File: src/rtl/rbs_pkg.sv
// ----------------------------------------------------------------------------
// rbs_pkg: shared types and constants of the RGB bilinear sampler
// Field widths, store geometry, queue entry layout and register indexes.
// ----------------------------------------------------------------------------
package rbs_pkg;

  localparam int unsigned COORD_W   = 9;
  localparam int unsigned FRAC_W    = 8;
  localparam int unsigned FRAC_BITS = 8;
  localparam int unsigned CH_W      = 8;
  localparam int unsigned NUM_CH    = 3;
  localparam int unsigned PIX_W     = NUM_CH * CH_W;
  localparam int unsigned SIZE_W    = 10;

  localparam int unsigned MAX_WIDTH  = 512;
  localparam int unsigned MAX_HEIGHT = 512;

  // weights run 0 .. 2^(2*FRAC_BITS) inclusive
  localparam int unsigned OMF_W  = FRAC_BITS + 1;
  localparam int unsigned WT_W   = 2 * FRAC_BITS + 1;
  localparam int unsigned PROD_W = WT_W + CH_W;
  localparam int unsigned SUM_W  = PROD_W + 2;

  // four banks split on row and column parity
  localparam int unsigned NUM_BANKS = 4;
  localparam int unsigned BANK_AW   = 2 * (COORD_W - 1);
  localparam int unsigned BANK_DEPTH = 1 << BANK_AW;

  localparam int unsigned QUEUE_DEPTH = 4;
  localparam int unsigned QPTR_W      = $clog2(QUEUE_DEPTH);
  localparam int unsigned QCNT_W      = QPTR_W + 1;

  localparam int unsigned CFG_IDX_W = 2;
  localparam logic [CFG_IDX_W-1:0] REG_IMAGE_WIDTH  = CFG_IDX_W'(0);
  localparam logic [CFG_IDX_W-1:0] REG_IMAGE_HEIGHT = CFG_IDX_W'(1);

  typedef enum logic {
    OP_WRITE  = 1'b0,
    OP_SAMPLE = 1'b1
  } op_e;

  typedef struct packed {
    op_e                              op;
    logic [COORD_W-1:0]               row0;
    logic [COORD_W-1:0]               row1;
    logic [COORD_W-1:0]               col0;
    logic [COORD_W-1:0]               col1;
    logic [PIX_W-1:0]                 pixel;
    logic [NUM_BANKS-1:0][WT_W-1:0]   wt;
  } q_entry_t;

endpackage

File: src/rtl/rbs_queue.sv
// ----------------------------------------------------------------------------
// rbs_queue: short queue between front and back
// Four-entry register queue with a fill count; full is taken from the
// registered count.
// ----------------------------------------------------------------------------
module rbs_queue (
  input  logic              clk_i,
  input  logic              rst_ni,
  input  logic              push_i,
  input  rbs_pkg::q_entry_t entry_i,
  output logic              full_o,
  output logic              empty_o,
  input  logic              pop_i,
  output rbs_pkg::q_entry_t entry_o
);
  import rbs_pkg::*;

  q_entry_t            slot_q [QUEUE_DEPTH];
  logic [QPTR_W-1:0]   wr_ptr_q, rd_ptr_q;
  logic [QCNT_W-1:0]   count_q, count_d;

  assign full_o  = (count_q == QCNT_W'(QUEUE_DEPTH));
  assign empty_o = (count_q == '0);
  assign entry_o = slot_q[rd_ptr_q];

  always_comb begin
    count_d = count_q;
    if (push_i && !pop_i) begin
      count_d = count_q + QCNT_W'(1);
    end else if (pop_i && !push_i) begin
      count_d = count_q - QCNT_W'(1);
    end
  end

  always_ff @(posedge clk_i or negedge rst_ni) begin
    if (!rst_ni) begin
      wr_ptr_q <= '0;
      rd_ptr_q <= '0;
      count_q  <= '0;
    end else begin
      count_q <= count_d;
      if (push_i) begin
        wr_ptr_q <= wr_ptr_q + QPTR_W'(1);
      end
      if (pop_i) begin
        rd_ptr_q <= rd_ptr_q + QPTR_W'(1);
      end
    end
  end

  always_ff @(posedge clk_i) begin
    if (push_i) begin
      slot_q[wr_ptr_q] <= entry_i;
    end
  end

endmodule

File: config.mk
export PLATFORM = sky130hd
export DESIGN_NAME = rbs_queue
export DESIGN_NICKNAME = d
export VERILOG_FILES = /design/src/rtl/rbs_pkg.sv /design/src/rtl/rbs_queue.sv
export SDC_FILE = /design/constraint.sdc
export NUM_CORES = 1
export LEC_CHECK = 0
export CORE_UTILIZATION = 40
export DETAILED_ROUTE_END_ITERATION = 8
export DONT_BUFFER_PORTS = 1
export GPL_TIMING_DRIVEN = 0
export SYNTH_ARGS = -nofsm -noshare
export SYNTH_HDL_FRONTEND = slang
export SYNTH_SLANG_ARGS = --single-unit
File: constraint.sdc
create_clock -name clk_i -period 5.2 [get_ports clk_i]
set_input_delay 1.04 -clock clk_i [delete_from_list [all_inputs] [get_ports clk_i]]
set_output_delay 1.04 -clock clk_i [all_outputs]
set_load 0.03 [all_outputs]
==> metrics.md, run 1 <==
| Metric | Value |
|---|---|
| CTS root buf | clkbuf_16 |
| PD cells | 633 mW/mm^2 |
| Core area | 0.0468 mm^2 |
| Yosys cell types | 21 |
| Count leader, synth | edfxtp_1 |
| Maximum clock path buffer count | 3 |
| DP Wirelength | 21700 um |
| Violated checks | DRC |
| Largest cells by area after synthesis | edfxtp_1 (82%), mux4_2 (15%), dfrtp_1 (0.92%), buf_6 (0.59%), ha_1 (0.33%) |
| Die Ht | 220 um |
| Worst R2R Setup Slack | 3.20 ns |
| Pleak | 6.84 nW |
| Wire per inst | 25.0 um |
| Clock sink count | 523 |
| Combinational Power Share | 31.4% |
| Yosys top cell by area | edfxtp_1 |
| Path category of the worst min-delay check | in -> async |
| Post-synth EDFFs | 516 |
| Total Die Area | 0.0484 mm^2 |
| Asr flop ratio synth | 1.34% |
| Critical path type | reg -> out |
| Internal power | 9.14 mW |
| Placed cells | 1323 |
| Pin slew with the least headroom to its limit | 0.975 ns |
| FF+latch count, synth | 523 |
| Post-CTS Resized | 0 |
| Peak supply drop | 0.000363 V |
| Largest net degree at the start of global routing | 56 |
| Synthesized cell area | 0.0190 mm^2 |
| Vias/cell | 5.24 |
| I/O pins | 264 |
| Initial DRC count | 423 |
| Headroom to the max-slew limit | 34.9% |
| Top post-synthesis cells by count | edfxtp_1 (516), mux4_2 (129), buf_2 (12), buf_6 (10), dfrtp_1 (7) |
| Clk Latency, worst-skew pair | 0.59 ns |
| Maxcap violations | 0 |
| Die width | 220 um |
| WP buf/inv | 2 |
| Critical path cell sequence | clkbuf_1, buf_2, mux4_2 |
| Critical path's slowest cell | clkbuf_1 |
| Final WL | 35500 um |
| Setup crit start kind | flip-flop |
| Clock slew at reported path FFs | 0.06 ns |
| Postcts setup bufs | 0 |
| Final setup fails | 0 |
| Number of global-route vias before repair | 7905 |
| Syn-to-layout area delta | 14.4% |
| N_diodes | 0 |
| Hold_ws | 0.149 ns |
| CTS tree | yes |
| Gpl congestion | 0.681 |
| Register area share after synthesis | 82.4% |
| Initial core utilization | 40.7% |
| DRC | 28 |
| # rows | 79 |
| Clock power share | 27.4% |
| Final Hold Viols | 0 |
| Synth Warn # | 0 |
| GR Util All Layers | 14.7% |
| Syn Inst Count | 708 |
| RSZ-0062 raised after global routing | no |
| Antenna Nets Post-Route | 0 |
| Psw | 4.63 mW |
| Num CTS Buffers | 54 |
| Nature of the critical path endpoint | primary output |
| Initial antenna violation count | 0 |
| Critical Path Fanout Max | 10 |
| Top cell type's share of synthesized area | 81.5% |
| Total power | 13.8 mW |
| Top_reg_cell synth | edfxtp_1 |
| NumNets Final | 911 |
| Hold Buf Count CTS | 0 |
| First-pass GRT wire length | 51600 um |
| Fin cells | 1417 |
| Sequential power share | 41.1% |
| Delay-heaviest family, CP | buffers and inverters |
| Final Max Tran Viols | 0 |
| Fin crit share | 71.4% |
| Outcome | finished with violations |
| Largest stage delay, worst path | 0.69 ns |
| Syn avg cell area | 26.8 um^2 |
| Final critical-path required period | 3.71 ns |
| H-tree depth | 2 |
| IO Port Bufs | 0 |
| Arrival time of the worst setup path | 2.67 ns |
| Layout cells sized above 1 | 29.6% |
| Sw Ratio | 33.6% |
| Max Fclk | 0.269 GHz |
| Total number of vias | 7426 |
| Worst Skew | 0.0102 ns |
| Initial DRT Pass Iterations | 6 |
| Total gr overflow | 0 |
| Syn Nets | 847 |
| Critical Path RT | 4.16 ns |
-- power groups by stage --
| stage | combinational, mW | sequential [mW] | clock (mW) |
|---|---|---|---|
| 2_1_floorplan | 3.49 | 5.81 | 0 |
| 6_report | 4.33 | 5.66 | 3.78 |
| 3_3_place_gp | 4.34 | 5.95 | 0 |
| 5_1_grt | 4.59 | 5.73 | 4.03 |
| 3_5_place_dp | 4.47 | 5.76 | 0 |
| 4_1_cts | 4.47 | 5.67 | 3.89 |
-- layout make-up --
class                      instances  area, um^2
fill                            3765       25000
buffer                            29         218
inverter                           4        15.0
tap                              607         759
multi-input combinational        152        3120
clock inverter                    26         272
timing repair buffer               8         220
clock buffer                      68        1470
sequential                       523       15700
-- path summary, 6_finish.rpt --
path	startpoint	depth (start not counted)	endpoint
max in group asynchronous	rst_ni	0	rd_ptr_q[0]
min in group clk_i	count_q[2]	1	count_q[2]
setup reg to reg	wr_ptr_q[0]	4	slot_q[0][66]
hold / removal	rst_ni	0	count_q[2]
hold reg to reg	count_q[2]	1	count_q[2]
setup / recovery	rd_ptr_q[1]	3	entry_o[26]
-- metrics by stage --
step / utilization (%) / cell area, um^2 / TNS [ns] / setup slack, ns
after CTS: 46.5 / 21700 / 0 / 1.24
after global placement: 42.3 / 19800 / -953.87 / -1.92
after global routing: 46.5 / 21700 / 0 / 1.22
after floorplan: - / 19000 / 0 / 0.702
final: 46.5 / 21700 / 0 / 1.49
after detailed placement: 42.8 / 20000 / 0 / 1.89
-- metal layers --
| layer | track usage, % | wire length (um) | vias up |
|---|---|---|---|
| li1 | - | - | 3197 |
| met1 | 18.5 | 13900 | 3970 |
| met2 | 22.9 | 17300 | 209 |
| met5 | 0 | 0 | - |
| met4 | 5.22 | 727 | 0 |
| met3 | 6.02 | 3560 | 50 |
-- worst register-to-register path: stages, from the launching register on --
cell,delay (ns)
dfrtp_1,0.43
inv_1,0.10
ha_1,0.14
and2_4,0.57
buf_16,0.35
-- flip-flops by register name, indices dropped and copies added, names as in the netlist --
register / flops
count_q: 3
rd_ptr_q: 2
wr_ptr_q: 2
slot_q: 516
-- placed cells by master (no fill, tap or decap), drive strengths merged --
master / synthesis / layout
and2: 4 / 4
ha: 5 / 5
buf: 28 / 36
o21ai: 1 / 1
xor2: 4 / 4
nor3b: 1 / 1
inv: 4 / 5
bufinv: 0 / 6
nand2: 2 / 2
dfrtp: 7 / 7
nor3: 1 / 1
nor2: 1 / 1
mux4: 129 / 129
clkbuf: 1 / 69
clkinv: 0 / 19
fa: 1 / 1
edfxtp: 516 / 516
mux2: 1 / 1
xnor2: 2 / 2
-- cells by family (layout without fill, tap and decap cells) --
group / count (synthesis) / after routing / share of synthesized area [%]
XOR/XNOR: 6 / 6 / 0.276
flip-flops: 523 / 523 / 82.4
multiplexers: 130 / 130 / 15.3
adder cells (fa/ha/maj): 6 / 6 / 0.434
AND/OR/NAND/NOR: 9 / 9 / 0.257
buffers and inverters: 33 / 135 / 1.22
AO/OA/AOI/OAI: 1 / 1 / 0.0263
Power figures use the tool's default switching activity.
==> run 2: changes to the inputs <==
clock period = 3.3 ns   (was 5.2 ns; I/O delays follow)
==> metrics.md, run 2 (synthesis gave the netlist of run 1 again) <==
| Metric | Value |
|---|---|
| Critical path's slowest cell | mux4_2 |
| Arrival time of the worst setup path | 2.40 ns |
| Largest stage delay, worst path | 0.51 ns |
| # rows | 79 |
| Critical Path RT | 2.64 ns |
| Vias/cell | 5.23 |
| H-tree depth | 2 |
| NumNets Final | 910 |
| IO Port Bufs | 0 |
| N_diodes | 0 |
| Critical Path Fanout Max | 10 |
| Syn-to-layout area delta | 13.6% |
| Die Ht | 220 um |
| Maxcap violations | 0 |
| Gpl congestion | 0.682 |
| Max Fclk | 0.327 GHz |
| Fin crit share | 92.8% |
| PD cells | 985 mW/mm^2 |
| Nature of the critical path endpoint | primary output |
| Setup crit start kind | flip-flop |
| Final Cell Area | 0.0216 mm^2 |
| Total gr overflow | 0 |
| Flip-flop count of the largest register after layout | 516 |
| Final Max Tran Viols | 0 |
| Total Die Area | 0.0484 mm^2 |
| Pin slew with the least headroom to its limit | 0.954 ns |
| Hold_ws | 0.174 ns |
| Fin cells | 1418 |
| Initial DRC count | 413 |
| Outcome | finished with violations |
| I/O pins | 264 |
| Final setup fails | 0 |
| Final critical-path required period | 3.06 ns |
| Die width | 220 um |
| Wire per inst | 24.7 um |
| Cell Area, Placed | 0.0200 mm^2 |
| Clock slew at reported path FFs | 0.06 ns |
| Hold depth | 1 |
| Critical path cell sequence | clkbuf_2, buf_2, mux4_2 |
| Worst R2R Setup Slack | 1.26 ns |
| GR Util All Layers | 14.5% |
| Leading cell types in the layout, fill and taps excluded | edfxtp_1 (516), mux4_2 (129), clkbuf_16 (53) |
| Core Util, Final | 46.2% |
| Most flops, register | slot_q |
| Worst Hold End | rd_ptr_q[0] |
| Num CTS Buffers | 52 |
| Maximum clock path buffer count | 3 |
| Peak supply drop | 0.000506 V |
| Initial antenna violation count | 0 |
| Critical path type | reg -> out |
| FILL cells | 3754 |
| Number of global-route vias before repair | 7964 |
| Violated checks | DRC |
| Pleak | 6.75 nW |
| Antenna Nets Post-Route | 0 |
| Area occupied by multi-input gates | 0.00312 mm^2 |
| CTS tree | yes |
| RSZ-0062 raised after global routing | no |
| Post-Place Worst Slack | 0.226 ns |
| Postcts setup bufs | 0 |
| Most common cell after layout, fill and taps aside | edfxtp_1 |
| CP Launch Point | rd_ptr_q[1] |
| First-pass GRT wire length | 50800 um |
| Final WS setup | 0.239 ns |
| CTS root buf | clkbuf_16 |
| Reg2Reg Launch Point | wr_ptr_q[0] |
| R2r endpoint | slot_q[2][49] |
| Worst Reg-to-Reg Cells | 4 |
| Clock sink count | 523 |
| DRC | 32 |
| Final WL | 35000 um |
| Biggest regs | slot_q (516), count_q (3) |
| Total negative slack | 0 ns |
| Placed cells | 1323 |
| Clk Latency, worst-skew pair | 0.57 ns |
| Path category of the worst min-delay check | in -> reg |
| Core area | 0.0468 mm^2 |
| Total power | 21.3 mW |
| Worst Skew | 0.0112 ns |
| Min-delay src | pop_i |
| Headroom to the max-slew limit | 36.2% |
| Total number of vias | 7414 |
| Largest net degree at the start of global routing | 55 |
| Final Hold Viols | 0 |
| FF/Latch Area | 0.0157 mm^2 |
| Layout cells sized above 1 | 28.6% |
| DP Wirelength | 21600 um |
| Initial DRT Pass Iterations | 8 |
| Initial core utilization | 40.7% |
-- run 2: area by class of cell --
cell class | count | share of cell area, %
plain buffers | 29 | 1.01
clock buffers | 69 | 6.42
clock inverters | 25 | 1.00
inverters | 4 | 0.0695
multi-input cells | 152 | 14.4
flip-flops and latches | 523 | 72.6
well taps | 607 | 3.52
repair buffers | 9 | 0.996
-- run 2: routing by layer --
layer  global-route usage, %  vias up  share of wire (%)
met4                    4.74        0                2.6
met2                    23.2      222                 49
li1                        -     3190                  -
met3                    6.27       69                 10
met1                    17.6     3933                 38
met5                       0        -                  0
-- run 2: worst max-delay path: cells and delay by family (launching register included) --
family | cells | cell delay (ns)
multiplexers | 1 | 0.51
buffers and inverters | 2 | 0.88
flip-flops | 1 | 0.42
-- run 2: how the worst max path moves through the flow --
| stage | slack (ns) | end |
|---|---|---|
| floorplan | 0.60 | slot_q[3][0] |
| global placement | -0.77 | slot_q[0][61] |
| detailed placement | 0.23 | entry_o[28] |
| CTS | 0.08 | entry_o[28] |
| global route | 0.06 | entry_o[28] |
| finish | 0.24 | entry_o[31] |
-- run 2: repair_timing --
item                       CTS  global route
hold endpoints to repair     7             0
hold buffers                 1             0
resized for setup            1             0
setup endpoints to repair  100             0
-- run 2: power by group --
group          switching, mW  leakage [nW]  internal (mW)
logic                   4.65          1.16           2.13
clock network           2.31         0.771           3.24
registers              0.250          4.82           8.68
total                   7.21          6.75           14.1
==> run 3: changes to the inputs <==
PLACE_DENSITY_LB_ADDON = 0.2   (was unset)
clock period = 3.6 ns   (was 3.3 ns; I/O delays follow)
==> metrics.md, run 3 (synthesis gave the netlist of run 1 again) <==
| Metric | Value |
|---|---|
| N_diodes | 0 |
| Most common cell after layout, fill and taps aside | edfxtp_1 |
| CTS tree | yes |
| Arrival time of the worst setup path | 2.72 ns |
| Final WS setup | 0.164 ns |
| Syn-to-layout area delta | 13.8% |
| FF/Latch Area | 0.0157 mm^2 |
| Final critical-path required period | 3.44 ns |
| Highest routed layer | met4 |
| Vias/cell | 5.28 |
| FILL cells | 3747 |
| Post-CTS Resized | 0 |
| WL met3 | 3460 um |
| Total number of vias | 7483 |
| Leading cell types in the layout, fill and taps excluded | edfxtp_1 (516), mux4_2 (129), clkbuf_16 (53) |
| Critical Path Fanout Max | 10 |
| Path category of the worst min-delay check | in -> reg |
| Pleak | 6.78 nW |
| Final WL | 35800 um |
| Setup crit start kind | flip-flop |
| CTS root buf | clkbuf_16 |
| Headroom to the max-slew limit | 28.3% |
| Clock sink count | 523 |
| Maximum clock path buffer count | 3 |
| Die width | 220 um |
| First-pass GRT wire length | 51700 um |
| Maxcap violations | 0 |
| Peak supply drop | 0.000481 V |
| IO Port Bufs | 0 |
| Fin crit share | 95.4% |
| Initial DRC count | 454 |
| DP Wirelength | 22500 um |
| PD cells | 904 mW/mm^2 |
| Initial antenna violation count | 1 |
| Violated checks | DRC |
| NumNets Final | 910 |
| DR WL met2 | 18100 um |
| Flip-flop count of the largest register after layout | 516 |
| Max Fclk | 0.291 GHz |
| Die Ht | 220 um |
| Final Max Tran Viols | 0 |
| Final setup fails | 0 |
| Clk Latency, worst-skew pair | 0.59 ns |
| Clock slew at reported path FFs | 0.06 ns |
| Initial DRT Pass Iterations | 6 |
| Wire per inst | 25.3 um |
| DRC | 22 |
| Total Die Area | 0.0484 mm^2 |
| Worst Skew | 0.0247 ns |
| Largest net degree at the start of global routing | 60 |
| Final Hold Viols | 0 |
| Number of global-route vias before repair | 7975 |
| Antenna Nets Post-Route | 0 |
| Outcome | finished with violations |
| Nature of the critical path endpoint | primary output |
| Post-Place Worst Slack | 0.672 ns |
| I/O pins | 264 |
| Area occupied by multi-input gates | 0.00312 mm^2 |
| Total power | 19.6 mW |
| Biggest regs | slot_q (516), count_q (3) |
| Core area | 0.0468 mm^2 |
| Total gr overflow | 0 |
| GR Util All Layers | 14.8% |
| Gpl congestion | 0.715 |
| Num CTS Buffers | 52 |
| Critical Path RT | 2.88 ns |
| # rows | 79 |
| Initial core utilization | 40.7% |
| Met1 WL | 13400 um |
| Layout cells sized above 1 | 29.8% |
| Pin slew with the least headroom to its limit | 1.07 ns |
| H-tree depth | 2 |
| Critical path type | reg -> out |
| Most flops, register | slot_q |
==> run 3: final timing paths <==
kind / startpoint / endpoint / slack, ns / depth (start not counted)
max reg2reg: wr_ptr_q[0] / slot_q[2][47] / 1.64 / 4
min reg2reg: count_q[2] / count_q[2] / 0.50 / 1
min in group asynchronous: rst_ni / wr_ptr_q[1] / 0.47 / 1
max: rd_ptr_q[1] / entry_o[31] / 0.16 / 3
max in group asynchronous: rst_ni / count_q[0] / 2.87 / 1
min: entry_i[57] / slot_q[0][57] / 0.22 / 0
==> run 3: area by class of cell <==
type / instances / area share, %
inverter: 4 / 0.0694
tap: 607 / 3.51
timing repair buffer: 9 / 1.06
sequential: 523 / 72.4
clock buffer: 61 / 6.27
multi-input combinational: 152 / 14.4
clock inverter: 33 / 1.23
buffer: 29 / 1.01
==> run 3: worst max-delay path: stages (launching register included) <==
cell	delay (ns)
dfrtp_1	0.40
clkbuf_1	0.78
buf_2	0.45
mux4_2	0.50
==> run 3: timing repair <==
item / 4_1_cts / 5_1_grt
buffers inserted: 0 / 0
hold buffers: 1 / 0
hold endpoints to repair: 7 / 0
==> run 3: stage by stage <==
stage	hold WS, ns	cell area, um^2	std cells	utilization [%]	setup TNS [ns]
after CTS	0.179	21600	1418	46.3	0
final	0.222	21600	1418	46.3	0
after global placement	0.425	19800	1315	42.3	-123.18
after floorplan	0.424	19000	708	-	0
after detailed placement	0.425	20000	1323	42.8	0
after global routing	0.188	21600	1418	46.3	-0.00432
==> run 3: layer usage <==
metal  global-route usage (%)  up-vias
met3                     6.34       66
met2                     24.3      224
met1                     17.5     4003
met4                     4.67        0
met5                        0        -
li1                         -     3190
==> run 3: report_power, final <==
part           leakage [nW]  internal [mW]  switching, mW  total [mW]
sequential             4.82           7.95          0.247        8.20
clock                 0.796           2.97           2.16        5.12
combinational          1.17           1.97           4.27        6.23
