$ cat config.mk
export PLATFORM = sky130hd
export DESIGN_NAME = rbs_front
export DESIGN_NICKNAME = d
export VERILOG_FILES = /design/src/rtl/rbs_pkg.sv /design/src/rtl/rbs_front.sv
export SDC_FILE = /design/constraint.sdc
export NUM_CORES = 1
export LEC_CHECK = 0
export BUFFER_PORTS_ARGS = -buffer_cell sky130_fd_sc_hd__buf_2
export CAP_MARGIN = 20
export CORE_ASPECT_RATIO = 1.2
export CORE_MARGIN = 2
export CORE_UTILIZATION = 60
export DETAILED_ROUTE_END_ITERATION = 7
export PLACE_DENSITY = 0.9
export SYNTH_ARGS = -nofsm -noshare
export SYNTH_HDL_FRONTEND = slang
export SYNTH_SLANG_ARGS = --single-unit
$ cat constraint.sdc
create_clock -name clk_i -period 7.95 [get_ports clk_i]
set_clock_uncertainty 0.05 [all_clocks]
set_input_delay 0.795 -clock clk_i [delete_from_list [all_inputs] [get_ports clk_i]]
set_output_delay 0.795 -clock clk_i [all_outputs]
set_load 0.1 [all_outputs]
$ cat src/rtl/rbs_pkg.sv
// ----------------------------------------------------------------------------
// rbs_pkg: shared types and constants of the RGB bilinear sampler
// Field widths, store geometry, queue entry layout and register indexes.
// ----------------------------------------------------------------------------
package rbs_pkg;

  localparam int unsigned COORD_W   = 9;
  localparam int unsigned FRAC_W    = 8;
  localparam int unsigned FRAC_BITS = 8;
  localparam int unsigned CH_W      = 8;
  localparam int unsigned NUM_CH    = 3;
  localparam int unsigned PIX_W     = NUM_CH * CH_W;
  localparam int unsigned SIZE_W    = 10;

  localparam int unsigned MAX_WIDTH  = 512;
  localparam int unsigned MAX_HEIGHT = 512;

  // weights run 0 .. 2^(2*FRAC_BITS) inclusive
  localparam int unsigned OMF_W  = FRAC_BITS + 1;
  localparam int unsigned WT_W   = 2 * FRAC_BITS + 1;
  localparam int unsigned PROD_W = WT_W + CH_W;
  localparam int unsigned SUM_W  = PROD_W + 2;

  // four banks split on row and column parity
  localparam int unsigned NUM_BANKS = 4;
  localparam int unsigned BANK_AW   = 2 * (COORD_W - 1);
  localparam int unsigned BANK_DEPTH = 1 << BANK_AW;

  localparam int unsigned QUEUE_DEPTH = 4;
  localparam int unsigned QPTR_W      = $clog2(QUEUE_DEPTH);
  localparam int unsigned QCNT_W      = QPTR_W + 1;

  localparam int unsigned CFG_IDX_W = 2;
  localparam logic [CFG_IDX_W-1:0] REG_IMAGE_WIDTH  = CFG_IDX_W'(0);
  localparam logic [CFG_IDX_W-1:0] REG_IMAGE_HEIGHT = CFG_IDX_W'(1);

  typedef enum logic {
    OP_WRITE  = 1'b0,
    OP_SAMPLE = 1'b1
  } op_e;

  typedef struct packed {
    op_e                              op;
    logic [COORD_W-1:0]               row0;
    logic [COORD_W-1:0]               row1;
    logic [COORD_W-1:0]               col0;
    logic [COORD_W-1:0]               col1;
    logic [PIX_W-1:0]                 pixel;
    logic [NUM_BANKS-1:0][WT_W-1:0]   wt;
  } q_entry_t;

endpackage

$ cat src/rtl/rbs_front.sv
// ----------------------------------------------------------------------------
// rbs_front: item intake and classification
// Holds the size registers, clamps coordinates and neighbors to the image,
// drops writes outside the image and forms the four bilinear weights.
// ----------------------------------------------------------------------------
module rbs_front (
  input  logic                           clk_i,
  input  logic                           rst_ni,
  input  logic                           cfg_valid_i,
  output logic                           cfg_ready_o,
  input  logic [rbs_pkg::CFG_IDX_W-1:0]  cfg_index_i,
  input  logic [rbs_pkg::SIZE_W-1:0]     cfg_data_i,
  input  logic                           in_valid_i,
  output logic                           in_stall_o,
  input  logic                           func_i,
  input  logic [rbs_pkg::COORD_W-1:0]    row_i,
  input  logic [rbs_pkg::COORD_W-1:0]    col_i,
  input  logic [rbs_pkg::FRAC_W-1:0]     frac_row_i,
  input  logic [rbs_pkg::FRAC_W-1:0]     frac_col_i,
  input  logic [rbs_pkg::CH_W-1:0]       pixel_red_i,
  input  logic [rbs_pkg::CH_W-1:0]       pixel_green_i,
  input  logic [rbs_pkg::CH_W-1:0]       pixel_blue_i,
  input  logic                           q_full_i,
  output logic                           push_o,
  output rbs_pkg::q_entry_t              entry_o
);
  import rbs_pkg::*;

  logic [SIZE_W-1:0]    width_q, height_q;
  logic [SIZE_W-1:0]    w_eff, h_eff;
  logic [COORD_W-1:0]   last_col, last_row;
  logic [COORD_W-1:0]   r0, c0, r1, c1;
  logic                 in_image;
  logic [FRAC_BITS-1:0] fr, fc;
  logic [OMF_W-1:0]     omr, omc, frx, fcx;
  logic [2*OMF_W-1:0]   p0, p1, p2, p3;

  assign cfg_ready_o = 1'b1;

  always_ff @(posedge clk_i or negedge rst_ni) begin
    if (!rst_ni) begin
      width_q  <= SIZE_W'(MAX_WIDTH);
      height_q <= SIZE_W'(MAX_HEIGHT);
    end else if (cfg_valid_i) begin
      if (cfg_index_i == REG_IMAGE_WIDTH) begin
        width_q <= cfg_data_i;
      end
      if (cfg_index_i == REG_IMAGE_HEIGHT) begin
        height_q <= cfg_data_i;
      end
    end
  end

  always_comb begin
    priority if (width_q == '0) begin
      w_eff = SIZE_W'(1);
    end else if (width_q > SIZE_W'(MAX_WIDTH)) begin
      w_eff = SIZE_W'(MAX_WIDTH);
    end else begin
      w_eff = width_q;
    end
    priority if (height_q == '0) begin
      h_eff = SIZE_W'(1);
    end else if (height_q > SIZE_W'(MAX_HEIGHT)) begin
      h_eff = SIZE_W'(MAX_HEIGHT);
    end else begin
      h_eff = height_q;
    end
  end

  assign last_col = COORD_W'(w_eff - SIZE_W'(1));
  assign last_row = COORD_W'(h_eff - SIZE_W'(1));

  assign in_image = (SIZE_W'(row_i) < h_eff) && (SIZE_W'(col_i) < w_eff);

  assign r0 = (SIZE_W'(row_i) < h_eff) ? row_i : last_row;
  assign c0 = (SIZE_W'(col_i) < w_eff) ? col_i : last_col;
  assign r1 = (r0 == last_row) ? r0 : r0 + COORD_W'(1);
  assign c1 = (c0 == last_col) ? c0 : c0 + COORD_W'(1);

  assign fr  = frac_row_i[FRAC_BITS-1:0];
  assign fc  = frac_col_i[FRAC_BITS-1:0];
  assign frx = OMF_W'(fr);
  assign fcx = OMF_W'(fc);
  assign omr = OMF_W'(1 << FRAC_BITS) - frx;
  assign omc = OMF_W'(1 << FRAC_BITS) - fcx;
  assign p0  = omr * omc;
  assign p1  = omr * fcx;
  assign p2  = frx * omc;
  assign p3  = frx * fcx;

  assign in_stall_o = q_full_i;
  assign push_o     = in_valid_i && !q_full_i && (func_i || in_image);

  always_comb begin
    entry_o.op    = func_i ? OP_SAMPLE : OP_WRITE;
    entry_o.row0  = func_i ? r0 : row_i;
    entry_o.row1  = r1;
    entry_o.col0  = func_i ? c0 : col_i;
    entry_o.col1  = c1;
    entry_o.pixel = {pixel_blue_i, pixel_green_i, pixel_red_i};
    entry_o.wt[0] = p0[WT_W-1:0];
    entry_o.wt[1] = p1[WT_W-1:0];
    entry_o.wt[2] = p2[WT_W-1:0];
    entry_o.wt[3] = p3[WT_W-1:0];
  end

endmodule

==> results.md, run 1 <==
Outcome:
- The flow ran to the end, and the final reports show no timing, DRC or antenna violations.

Layout:
- The area added between synthesis and finish is 7.72%.
- The antenna diode count is 0.
- The count of nets after finishing is 1973.
- Counting the fill cells in the layout gives between 1500 and 2000.
- In the final layout, the share of cells above drive strength 1 is 15.5%.

Setup path:
- The logic depth of the worst register-to-register path is 2.
- The stage delay of the slowest cell on the critical path is 0.57 ns.
- The data arrival at the endpoint of the critical path is 6.71 ns.
- The largest fanout of any net on the critical path is 14.
- Traced cell by cell, the critical path runs through buf_2, inv_1, ha_1, nand2_1, or3_1, nor3_1, nand2_1, fa_1, inv_1, fa_1, fa_1, inv_1, fa_1, inv_1, ha_1, inv_1, o21bai_1, a31o_2, a41o_1, o41a_1, xnor2_2, buf_12.
- STA classifies the critical path startpoint as an input port.
- For the worst setup path, the data required time is 7.11 ns.
- The internal reg-to-reg setup slack is between 6 and 7 ns.
- The cell type with the highest occurrence count on the critical path is inv_1.
- Grouping stages by cell kind, the critical path spends the most delay in adder cells.
- In this run the critical register-to-register path is launched from width_q[9].
- The critical path contains buffers and inverters numbering 7 combined.
- The worst register-to-register path ends at width_q[9].
- The worst setup path is captured at a primary output.
- For this design, the slowest cell found on the critical path is fa_1.
- The critical path is of the input port to primary output type.

Yosys:
- The library cell with the largest summed area after synthesis is fa_1.
- The flop and latch count out of synthesis is 20.
- The dominant synthesized flop cell is dfrtp_1.
- Sequential cells were found to cover 4.11% of the synthesized design area.
- The distinct cell type count after synthesis is 68.
- The post-synthesis cell count is 1467.
- Of all flip-flops after synthesis, the portion carrying an async set or reset was 100%.
- The synthesized netlist occupies a cell area of 12200 µm².
- Ranked by instance count, the synthesized netlist is headed by 262 x inv_1, 169 x fa_1, 168 x ha_1.
- The count of flip-flops with a built-in enable after synthesis is 0.
- During synthesis, Yosys emitted a total of 0 warnings.
- Dividing the synthesized area by the synthesized cell count gives between 8 and 9 µm².
- The area share of the leading cell type in the synthesized netlist is 27.7%.
- The most common cell in the synthesized netlist is inv_1.
- Yosys attributes the largest share of cell area to fa_1 28%, ha_1 17%, inv_1 8.0%.
- The total nets after synthesis is 1880.

Floorplan:
- The starting density of the core is 60.8%.
- The cell row count is 57.
- The floorplan step set the die width to around 130 µm.
- The die is 160 µm tall.
- The count of boundary I/O pins is 208.
- The die covers 21500 µm².
- The region available for standard cell placement spans 20100 µm².

STA:
- The worst hold margin is 0.427 ns.
- The total of endpoints with negative setup slack in the final report is 0.
- Based on the critical path, the design can be clocked at up to 132 MHz.
- Setup repair after global routing left no endpoint under its margin.
- The setup total negative slack is 0 ns.
- The worst slew slack as a fraction of its limit is 29.0%.
- For the pin with the worst max-slew slack, the measured transition is between 1 and 1.5 ns.
- Across all setup checks in the final design, the least slack found is 0.390 ns.
- The shortest clock period the worst path allows after layout is 7.56 ns.
- The total count of hold-check failures in the final report is 0.
- The max-slew violation total from the final report is 0.
- The share of the cycle needed by the critical path after routing is 95.1%.

Clock network:
- In this run, post-CTS hold repair placed 0 buffers.
- Post-CTS timing repair inserted 0 buffers for setup.
- The post-CTS resize count is 0.
- In this run, CTS created clock tree buffers numbering 3.
- The clock passes through at most 2 buffers.
- Counting every sink on the clock net gives 20.
- The number of levels the H-tree was split into is 1.
- The CTS tree is yes.
- At the later pin of the worst-skew pair, clock insertion delay measures 0.25 ns.
- The root buffer cell is clkbuf_16.
- The register clock-pin slew on the reported worst setup and hold paths is 0.05 ns.

Routing:
- After detailed routing, the number of vias per cell comes to about 5.7.
- Dividing the detail-routed wire length by the instance count gives between 15 and 20 µm.
- Summed over all layers, the routed wires come to 28900 µm.
- In this run, the number of DRC markers left after iteration 0 of detailed routing was 544.
- The detailed-route via count is 10400.
- The first detailed-routing pass took 5 iterations.
- After detailed routing, the number of remaining DRC violations is 0.
- In this run the remaining antenna-violating nets after routing total 0.

Run:
- Across the run, the number of max-cap violations was 0.

Place:
- The worst slack after detailed placement is 0.410 ns.
- The final HPWL from detailed placement is 24400 µm.
- Port buffering added 157 buffers.
- At the end of routability-driven placement, the weighted congestion stood at 0.905.

Global routing:
- For this run the aggregate overflow at the end of global routing stands at 0.
- The number of antenna violations at the first check in global routing came to 0.
- The first global-routing pass estimated around 49000 µm of wire.
- The number of global-route vias before repair was 10700.
- Global routing consumed, over all layers together, 27.3% of the routing resources.
- The pin count of the biggest net entering global routing is 23.

Hold path:
- The worst min-delay path class is input port to asynchronous set/reset pin.
==> cells by family (layout without fill, tap and decap cells) <==
kind of cell	after synthesis	after routing	share of synthesized area [%]
xor+xnor	98	98	7.13
compound gates	139	139	7.65
buf+inv	353	444	11.9
simple gates	472	472	20.1
fa+ha+maj	337	337	44.9
mux	46	46	4.17
other cells	2	2	0.0614
flops	20	20	4.11
==> cells in the final DEF (no fill, tap or decap), types with 18 or more instances in the layout <==
cell type | Yosys | final
o21ai_0 | 25 | 25
dfrtp_1 | 18 | 18
mux2_2 | 40 | 40
a21oi_1 | 41 | 41
xor2_1 | 29 | 29
buf_4 | 31 | 20
nand3_1 | 23 | 23
ha_1 | 168 | 168
and2_1 | 143 | 143
inv_1 | 262 | 262
nand2_1 | 148 | 148
buf_2 | 1 | 154
nor2_1 | 59 | 59
nor3_1 | 22 | 22
fa_1 | 169 | 169
xnor2_1 | 68 | 66
==> final cells by class <==
| type | count | area (µm²) | share of cell area, % |
|---|---|---|---|
| multi-input cells | 1094 | 10300 | 78.1 |
| inverters | 264 | 991 | 7.52 |
| flip-flops and latches | 20 | 503 | 3.82 |
| repair buffers | 177 | 981 | 7.45 |
| well taps | 265 | 332 | 2.52 |
| clock buffers | 3 | 75.1 | 0.570 |
==> worst max path at each step <==
stage | slack [ns] | endpoint | cells past startpoint | start
2_1_floorplan | 0.03 | entry_o[48] | 22 | frac_col_i[1]
3_3_place_gp | 0.66 | entry_o[16] | 22 | frac_row_i[1]
3_5_place_dp | 0.41 | entry_o[16] | 22 | frac_row_i[1]
4_1_cts | 0.41 | entry_o[16] | 22 | frac_row_i[1]
5_1_grt | 0.01 | entry_o[16] | 22 | frac_row_i[1]
6_report | 0.39 | entry_o[16] | 22 | frac_row_i[1]
==> registers in the layout, indices dropped and copies added (netlist names) <==
name,flops
width_q,10
height_q,10
==> per-layer routing <==
| layer | track usage, % | wire (µm) | up-vias |
|---|---|---|---|
| met5 | 0 | 0 | - |
| met4 | 11.0 | 1230 | 0 |
| met3 | 2.59 | 1920 | 102 |
| met2 | 51.4 | 15100 | 460 |
| met1 | 31.6 | 10700 | 5003 |
| li1 | - | - | 4811 |
==> through the flow <==
| stage | instances | instance area [µm²] | utilization [%] |
|---|---|---|---|
| finish | 1823 | 13200 | 65.5 |
| global route | 1823 | 13200 | 65.5 |
| CTS | 1823 | 13200 | 65.5 |
| detailed placement | 1820 | 13100 | 65.1 |
| global placement | 1820 | 13100 | 65.1 |
| floorplan | 1467 | 12200 | - |
Power of run 1 is not shown: default switching activity piles up to over one toggle a cycle in this logic, so the estimate is an artifact.
==> run 2, diff against run 1 <==
--- a/config.mk
+++ b/config.mk
@@ -5,6 +5,7 @@
 export SDC_FILE = /design/constraint.sdc
 export NUM_CORES = 1
 export LEC_CHECK = 0
+export ABC_AREA = 1
 export BUFFER_PORTS_ARGS = -buffer_cell sky130_fd_sc_hd__buf_2
 export CAP_MARGIN = 20
 export CORE_ASPECT_RATIO = 1.2
==> run 2 against run 1 <==
  * Synthesized cell count grew 27%
  * Count of clock-buffer cells in the layout unchanged
  * Critical path depth grew 5
  * Non-clock buffer count fell by 6
  * First-iteration DRC count increased by 45%
  * Maximum frequency up 1.1%
  * Area after synthesis is 7.1% higher
  * Register-to-register slack better by 0.37 ns
  * Worst setup slack gained 0.079 ns
  * Design area rose by 5.9%
  * Sequential cell count is the same
  * Cell count up 23%
  * Highest routed layer unchanged
==> results.md, run 2 <==
Setup path:
- The endpoint of the lowest-slack register-to-register path is height_q[2] (was width_q[9]).
- The kind of cell with the highest combined delay on the critical path is adder cells (unchanged).
- The data arrival at the endpoint of the critical path is 6.64 ns (was 6.71 ns).
- The cell type with the highest occurrence count on the critical path is inv_1 (unchanged).
- The startpoint of the worst setup timing path is frac_row_i[0] (was frac_row_i[1]).
- The endpoint kind of the worst setup timing path is a primary output (unchanged).
- The number of buffers and inverters on the critical path was 8 (was 7).
- The internal reg-to-reg setup slack was 7.08 ns (was 6.71 ns).
- The number of cells on the critical path came to 27 (was 22).
- The highest-delay cell along the critical path is fa_1 (unchanged).
- The logic depth of the worst register-to-register path came to 2 (unchanged).
- The largest fanout of any net on the critical path is 12 (was 14).
- The stage delay of the slowest cell on the critical path is 0.51 ns (was 0.57 ns).
- The termination of the worst setup path was entry_o[14] (was entry_o[16]).
- The origin of the critical flop-to-flop path is height_q[2] (was width_q[9]).
- The nature of the critical path startpoint is an input port (unchanged).
- The classification of the worst setup path is input port to primary output (unchanged).
- The data required time at the worst endpoint is 7.11 ns (about the same).

Global routing:
- The pin count of the biggest net entering global routing is 22 (was 23).
- The overall global routing resource usage is 27.7% (was 27.3%).
- The remaining global-route overflow is 0 (unchanged).
- The number of antenna violations at the first check in global routing was 1 (was 0).
- The number of global-route vias before repair came to 12200 (was 10700).
- The global-route wire length before repair was 54300 µm (was 48700 µm).

Routing:
- The remaining antenna violation count is 0 (unchanged).
- The average wire length per cell after detail routing is 14.2 µm (was 15.9 µm).
- The iteration count of the initial detailed-routing pass is 6 (was 5).
- The violation count after the first detailed-routing iteration is 789 (was 544).
- The number of vias per cell is 5.45 (was 5.69).
- The detailed-route via count is 12200 (was 10400).
- The wire length reported by the detailed router was 31700 µm (was 28900 µm).
- The DRC violation count after routing is 0 (unchanged).

Yosys:
- The post-synth design cell area is 13100 µm² (was 12200 µm²).
- The post-synthesis cell count was 1869 (was 1467).
- The most repeated cell in the gate-level netlist after synthesis is nand2_1 (was inv_1).
- The flop and latch count out of synthesis came to 20 (unchanged).
- The dominant synthesized flop cell is dfrtp_1 (unchanged).
- The area share of the leading cell type in the synthesized netlist is 25.8% (was 27.7%).
- The distinct cell type count after synthesis was 51 (was 68).
- The library cell with the largest summed area after synthesis is fa_1 (unchanged).
- Dominant cells by area after synthesis: fa_1 26%, ha_1 16%, nand2_1 12% (was fa_1 28%, ha_1 17%, inv_1 8.0%).
- The total nets after synthesis is 2282 (was 1880).
- Most instantiated cells after synthesis: 425 x nand2_1, 412 x inv_1, 169 x fa_1 (was 262 x inv_1, 169 x fa_1, 168 x ha_1).
- The average size of a mapped cell is 7.01 µm² (was 8.34 µm²).
- The warning count from the yosys run is 0 (unchanged).
- The count of flip-flops with a built-in enable after synthesis came to 0 (unchanged).
- The share of async-settable or async-resettable flops after synthesis is 100% (unchanged).
- The post-synthesis sequential area ratio is 3.84% (was 4.11%).

Clock network:
- The clock insertion delay at the later pin of the skew report is 0.25 ns (about the same).
- The CTS buffer count is 3 (unchanged).
- The register clock-pin slew on the reported worst setup and hold paths came to 0.06 ns (was 0.05 ns).
- The root buffer cell is clkbuf_16 (unchanged).
- The CTS tree is yes (unchanged).
- The number of hold buffers added after CTS came to 0 (unchanged).
- The number of levels the H-tree was split into is 1 (unchanged).
- The number of clock sinks is 20 (unchanged).
- The buffer depth of the longest clock path is 2 (unchanged).

Hold path:
- The worst min-delay path class is input port to asynchronous set/reset pin (unchanged).

Floorplan:
- The cell row count is 59 (was 57).
- The count of boundary I/O pins is 208 (unchanged).
- The die extent in y was 166 µm (was 160 µm).
- The core box area is 21600 µm² (was 20100 µm²).
- The overall die area came to 23000 µm² (was 21500 µm²).
- The starting density of the core came to 60.8% (about the same).
- The x dimension of the die is 139 µm (was 134 µm).

Layout:
- The most common library cell in the layout ignoring fill and taps is nand2_1 (was inv_1).
- The number of inserted filler cells in the final layout is 1798 (was 1613).
- The area added between synthesis and finish is 6.53% (was 7.72%).
- Commonest cells after routing, fill and taps aside: 425 x nand2_1, 412 x inv_1, 169 x fa_1 (was 262 x inv_1, 169 x fa_1, 168 x ha_1).
- The fraction of final layout cells with drive strength greater than 1 is 13.5% (was 15.5%).
- Largest registers: height_q x10, width_q x10 (unchanged).
- The count of nets after finishing is 2376 (was 1973).
- The final cell area excluding filler cells is 14000 µm² (was 13200 µm²).
- The final design utilization is 64.7% (was 65.5%).

Place:
- The port buffer count is 157 (unchanged).
- The final HPWL from detailed placement is 26800 µm (was 24400 µm).
- The cell area reported after detailed placement is 13800 µm² (was 13100 µm²).
- The last weighted congestion value of the routability-driven placer is 0.958 (was 0.905).

STA:
- The share of the cycle needed by the critical path after routing is 94.1% (was 95.1%).
- The transition time of the tightest slew-check pin is 0.796 ns (was 1.06 ns).
- The worst hold margin was 0.423 ns (was 0.427 ns).
- The setup total negative slack came to 0 ns (unchanged).
- The total of endpoints with negative setup slack in the final report is 0 (unchanged).
- The maximum frequency from static timing analysis is 134 MHz (was 132 MHz).
- The max-slew violation total from the final report was 0 (unchanged).
- RSZ-0062 raised after global routing: no (unchanged).
- The total count of hold-check failures in the final report was 0 (unchanged).
- The shortest clock period the worst path allows after layout came to 7.48 ns (was 7.56 ns).
- The worst slew slack as a fraction of its limit is 46.2% (was 29.0%).

Outcome:
- Run status: finished, final reports clean (unchanged).

Run:
- The number of max-cap violations is 0 (unchanged).
-- run 2: changes by cell type in the layout (fill, tap and decap cells not counted), sizes merged, moves of 17 or more --
cell / change
a21oi: +17
and2: -143
inv: +159
mux2: -40
nand2: +315
nand3: +56
nand4: +34
nor2: +114
o21ai: +51
xnor2: -45
-- run 2: timing repair --
action	in CTS	in global routing
setup endpoints to repair	0	2
resized for setup	0	2
setup buffers	0	0
-- run 2: per-stage QoR --
step | instances | setup WS, ns
6_report | 2237 | 0.470
5_1_grt | 2237 | 0.0572
4_1_cts | 2236 | 0.436
3_5_place_dp | 2232 | 0.457
3_3_place_gp | 2232 | 0.631
2_1_floorplan | 1869 | 0.291
-- run 2: layout make-up --
| class | instances | area (µm²) | area share, % |
|---|---|---|---|
| Antenna cell | 1 | 2.50 | 0.0179 |
| Clock buffer | 3 | 75.1 | 0.538 |
| Clock inverter | 1 | 30.0 | 0.215 |
| Inverter | 429 | 1610 | 11.5 |
| Multi-Input combinational cell | 1338 | 10500 | 75.2 |
| Sequential cell | 20 | 503 | 3.60 |
| Tap cell | 274 | 343 | 2.46 |
| Timing Repair Buffer | 171 | 896 | 6.42 |
-- run 2: cells by family after synthesis --
family	after synthesis	share of synthesized area, %
buffers and inverters	511	16.0
adder cells (fa/ha/maj)	337	41.9
AO/OA/AOI/OAI	159	7.10
flip-flops	20	3.84
XOR/XNOR	68	4.60
other	2	0.0573
AND/OR/NAND/NOR	772	26.5
-- run 2: worst min-delay path by stage --
stage,to,from,cells past startpoint
4_1_cts,width_q[0],rst_ni,1
3_5_place_dp,height_q[0],height_q[0],2
2_1_floorplan,height_q[0],height_q[0],2
3_3_place_gp,height_q[0],height_q[0],2
6_report,width_q[8],rst_ni,1
5_1_grt,width_q[3],rst_ni,1
-- run 2: routing by layer --
layer	share of wire (%)	GRT usage (%)
met1	37	31.9
met3	6.2	2.39
met2	52	51.7
met5	0	0
met4	4.9	12.5
-- run 2: worst reg2reg max path: stages (launching register included) --
cell	delay [ns]
dfrtp_1	0.47
nand2_1	0.10
o21ai_0	0.10
Power of run 2 is left out for the same reason.
==> run 3, diff against run 2 <==
--- a/config.mk
+++ b/config.mk
@@ -11,8 +11,10 @@
 export CORE_ASPECT_RATIO = 1.2
 export CORE_MARGIN = 2
 export CORE_UTILIZATION = 60
+export CTS_BUF_LIST = sky130_fd_sc_hd__clkbuf_8 sky130_fd_sc_hd__clkbuf_16
 export DETAILED_ROUTE_END_ITERATION = 7
 export PLACE_DENSITY = 0.9
+export REMOVE_ABC_BUFFERS = 1
 export SYNTH_ARGS = -nofsm -noshare
 export SYNTH_HDL_FRONTEND = slang
 export SYNTH_SLANG_ARGS = --single-unit
==> run 3 against run 2 <==
  * Sequential share of layout area about the same
  * Worst setup slack gained 0.040 ns
  * Via count decreased by 0.33%
  * Critical path type unchanged
  * Largest cell class unchanged
  * Highest routed layer is now met5
==> results.md, run 3 (synthesized netlist as in run 2, its figures left out) <==
Clock network:
- The CTS buffer count is 3 (unchanged).
- The CTS tree is yes (unchanged).
- The clock insertion delay at the later pin of the skew report is 0.25 ns (about the same).
- The number of clock sinks is 20 (unchanged).
- The number of hold buffers added after CTS came to 0 (unchanged).
- The root buffer cell is clkbuf_16 (unchanged).
- The number of levels the H-tree was split into came to 1 (unchanged).
- The register clock-pin slew on the reported worst setup and hold paths came to 0.05 ns (was 0.06 ns).
- The buffer depth of the longest clock path was 2 (unchanged).
- The number of buffers added for setup after CTS was 0 (unchanged).

Floorplan:
- The cell row count is 59 (unchanged).
- The starting density of the core came to 60.8% (unchanged).
- The overall die area is 23000 µm² (unchanged).
- The x dimension of the die was 139 µm (unchanged).
- The die extent in y is 166 µm (unchanged).
- The core box area came to 21600 µm² (unchanged).
- The count of boundary I/O pins is 208 (unchanged).

Layout:
- Largest registers: height_q x10, width_q x10 (unchanged).
- The area added between synthesis and finish is 6.14% (was 6.53%).
- The count of nets after finishing is 2373 (was 2376).
- The antenna diode count is 0 (was 1).
- Commonest cells after routing, fill and taps aside: 425 x nand2_1, 413 x inv_1, 169 x fa_1 (was 425 x nand2_1, 412 x inv_1, 169 x fa_1).
- The fraction of final layout cells with drive strength greater than 1 was 13.3% (was 13.5%).
- The most common library cell in the layout ignoring fill and taps is nand2_1 (unchanged).
- The number of inserted filler cells in the final layout came to 1829 (was 1798).

STA:
- The transition time of the tightest slew-check pin was 0.614 ns (was 0.796 ns).
- The max-slew violation total from the final report is 0 (unchanged).
- The total of endpoints with negative setup slack in the final report came to 0 (unchanged).
- The worst slew slack as a fraction of its limit is 59.0% (was 46.2%).
- The share of the cycle needed by the critical path after routing is 93.6% (was 94.1%).
- The shortest clock period the worst path allows after layout is 7.44 ns (was 7.48 ns).
- The setup total negative slack is 0 ns (unchanged).
- The maximum frequency from static timing analysis is 134 MHz (about the same).
- RSZ-0062 raised after global routing: no (unchanged).
- The total count of hold-check failures in the final report was 0 (unchanged).

Setup path:
- The classification of the worst setup path was input port to primary output (unchanged).
- The largest fanout of any net on the critical path is 14 (was 12).
- The data arrival at the endpoint of the critical path is 6.60 ns (was 6.64 ns).
- The data required time at the worst endpoint is 7.11 ns (about the same).
- The endpoint kind of the worst setup timing path is a primary output (unchanged).
- The nature of the critical path startpoint is an input port (unchanged).

Global routing:
- The met3 track demand over resource is 4.07% (was 2.39%).
- The met1 demand-to-capacity share in global routing is 32.3% (was 31.9%).
- The number of antenna violations at the first check in global routing was 0 (was 1).
- The global-route wire length before repair is 53900 µm (was 54300 µm).
- The number of global-route vias before repair is 12000 (was 12200).
- The highest-utilization routing layer at the global route stage is met2 (unchanged).
- The pin count of the biggest net entering global routing came to 22 (unchanged).
- The remaining global-route overflow is 0 (unchanged).
- The global routing usage on met2 is 49.5% (was 51.7%).
- The overall global routing resource usage is 27.5% (was 27.7%).

Outcome:
- Run status: finished, final reports clean (unchanged).

Routing:
- The violation count after the first detailed-routing iteration is 745 (was 789).
- The number of vias per cell is 5.44 (was 5.45).
- The remaining antenna violation count came to 0 (unchanged).
- The average wire length per cell after detail routing came to 14.2 µm (about the same).
- The wire length reported by the detailed router is 31700 µm (about the same).
- The iteration count of the initial detailed-routing pass is 7 (was 6).
- The DRC violation count after routing came to 0 (unchanged).
- The detailed-route via count was 12200 (about the same).

Hold path:
- The worst min-delay path class was input port to asynchronous set/reset pin (unchanged).

Place:
- The last weighted congestion value of the routability-driven placer is 0.992 (was 0.958).
- The final HPWL from detailed placement is 26800 µm (about the same).
- The port buffer count was 157 (unchanged).

Run:
- The number of max-cap violations is 0 (unchanged).
-- run 3: changes by cell type in the layout (fill, tap and decap cells not counted), sizes merged --
| cell | previous run | this run |
|---|---|---|
| buf | 169 | 166 |
| bufinv | 1 | 0 |
| diode | 1 | 0 |
| inv | 421 | 422 |
-- run 3: what timing repair did --
item,4_1_cts,5_1_grt
hold endpoints to repair,0,0
gates resized for setup,0,3
endpoints found under the setup margin,0,2
-- run 3: final cells by class --
cell class / instances / area (µm²) / area share, %
flip-flops and latches: 20 / 503 / 3.62
repair buffers: 168 / 873 / 6.28
clock buffers: 3 / 75.1 / 0.540
well taps: 274 / 343 / 2.47
inverters: 429 / 1610 / 11.6
clock inverters: 1 / 3.75 / 0.0270
multi-input cells: 1338 / 10500 / 75.5
-- run 3: worst paths after layout --
kind                                from          end  slack (ns)  cells past startpoint
min in group clk_i           height_q[0]  height_q[0]        0.47                      2
setup / recovery           frac_row_i[3]  entry_o[32]        0.51                     27
hold reg to reg              height_q[0]  height_q[0]        0.47                      2
setup reg to reg              width_q[2]   width_q[2]        7.07                      2
max in group asynchronous         rst_ni  height_q[9]        7.10                      1
hold / removal                    rst_ni   width_q[8]        0.43                      1
-- run 3: per-stage QoR --
| stage | cell area (µm²) | utilization [%] | std cells | setup slack (ns) | hold WS (ns) |
|---|---|---|---|---|---|
| finish | 13900 | 64.5 | 2233 | 0.509 | 0.426 |
| global route | 13900 | 64.5 | 2233 | 0.0190 | 0.458 |
| CTS | 13900 | 64.5 | 2233 | 0.456 | 0.436 |
| detailed placement | 13800 | 64.1 | 2229 | 0.456 | 0.461 |
| global placement | 13800 | 64.1 | 2229 | 0.605 | 0.450 |
| floorplan | 12600 | - | 1787 | 0.239 | 0.425 |
-- run 3: metal layers --
layer  vias up  wire length (µm)
li1       5811                 -
met1      5679             11800
met2       543             15900
met3       116              2310
met4         2              1530
met5         -                64
-- run 3: critical path, cell delays in order --
cell	delay, ns
buf_2	0.26
inv_1	0.21
or2_2	0.33
nand2_1	0.37
inv_1	0.19
nand2_1	0.12
fa_1	0.18
inv_1	0.06
fa_1	0.55
inv_1	0.05
fa_1	0.46
fa_1	0.54
inv_1	0.04
ha_1	0.34
nand2_1	0.06
o21ai_0	0.31
a21oi_1	0.12
o21ai_0	0.29
a21boi_0	0.22
o21ai_0	0.31
nand2_1	0.10
nand2_1	0.07
a21oi_1	0.07
inv_1	0.05
nand2_1	0.04
nand2_1	0.09
clkbuf_4	0.34
Power of run 3 is left out for the same reason.
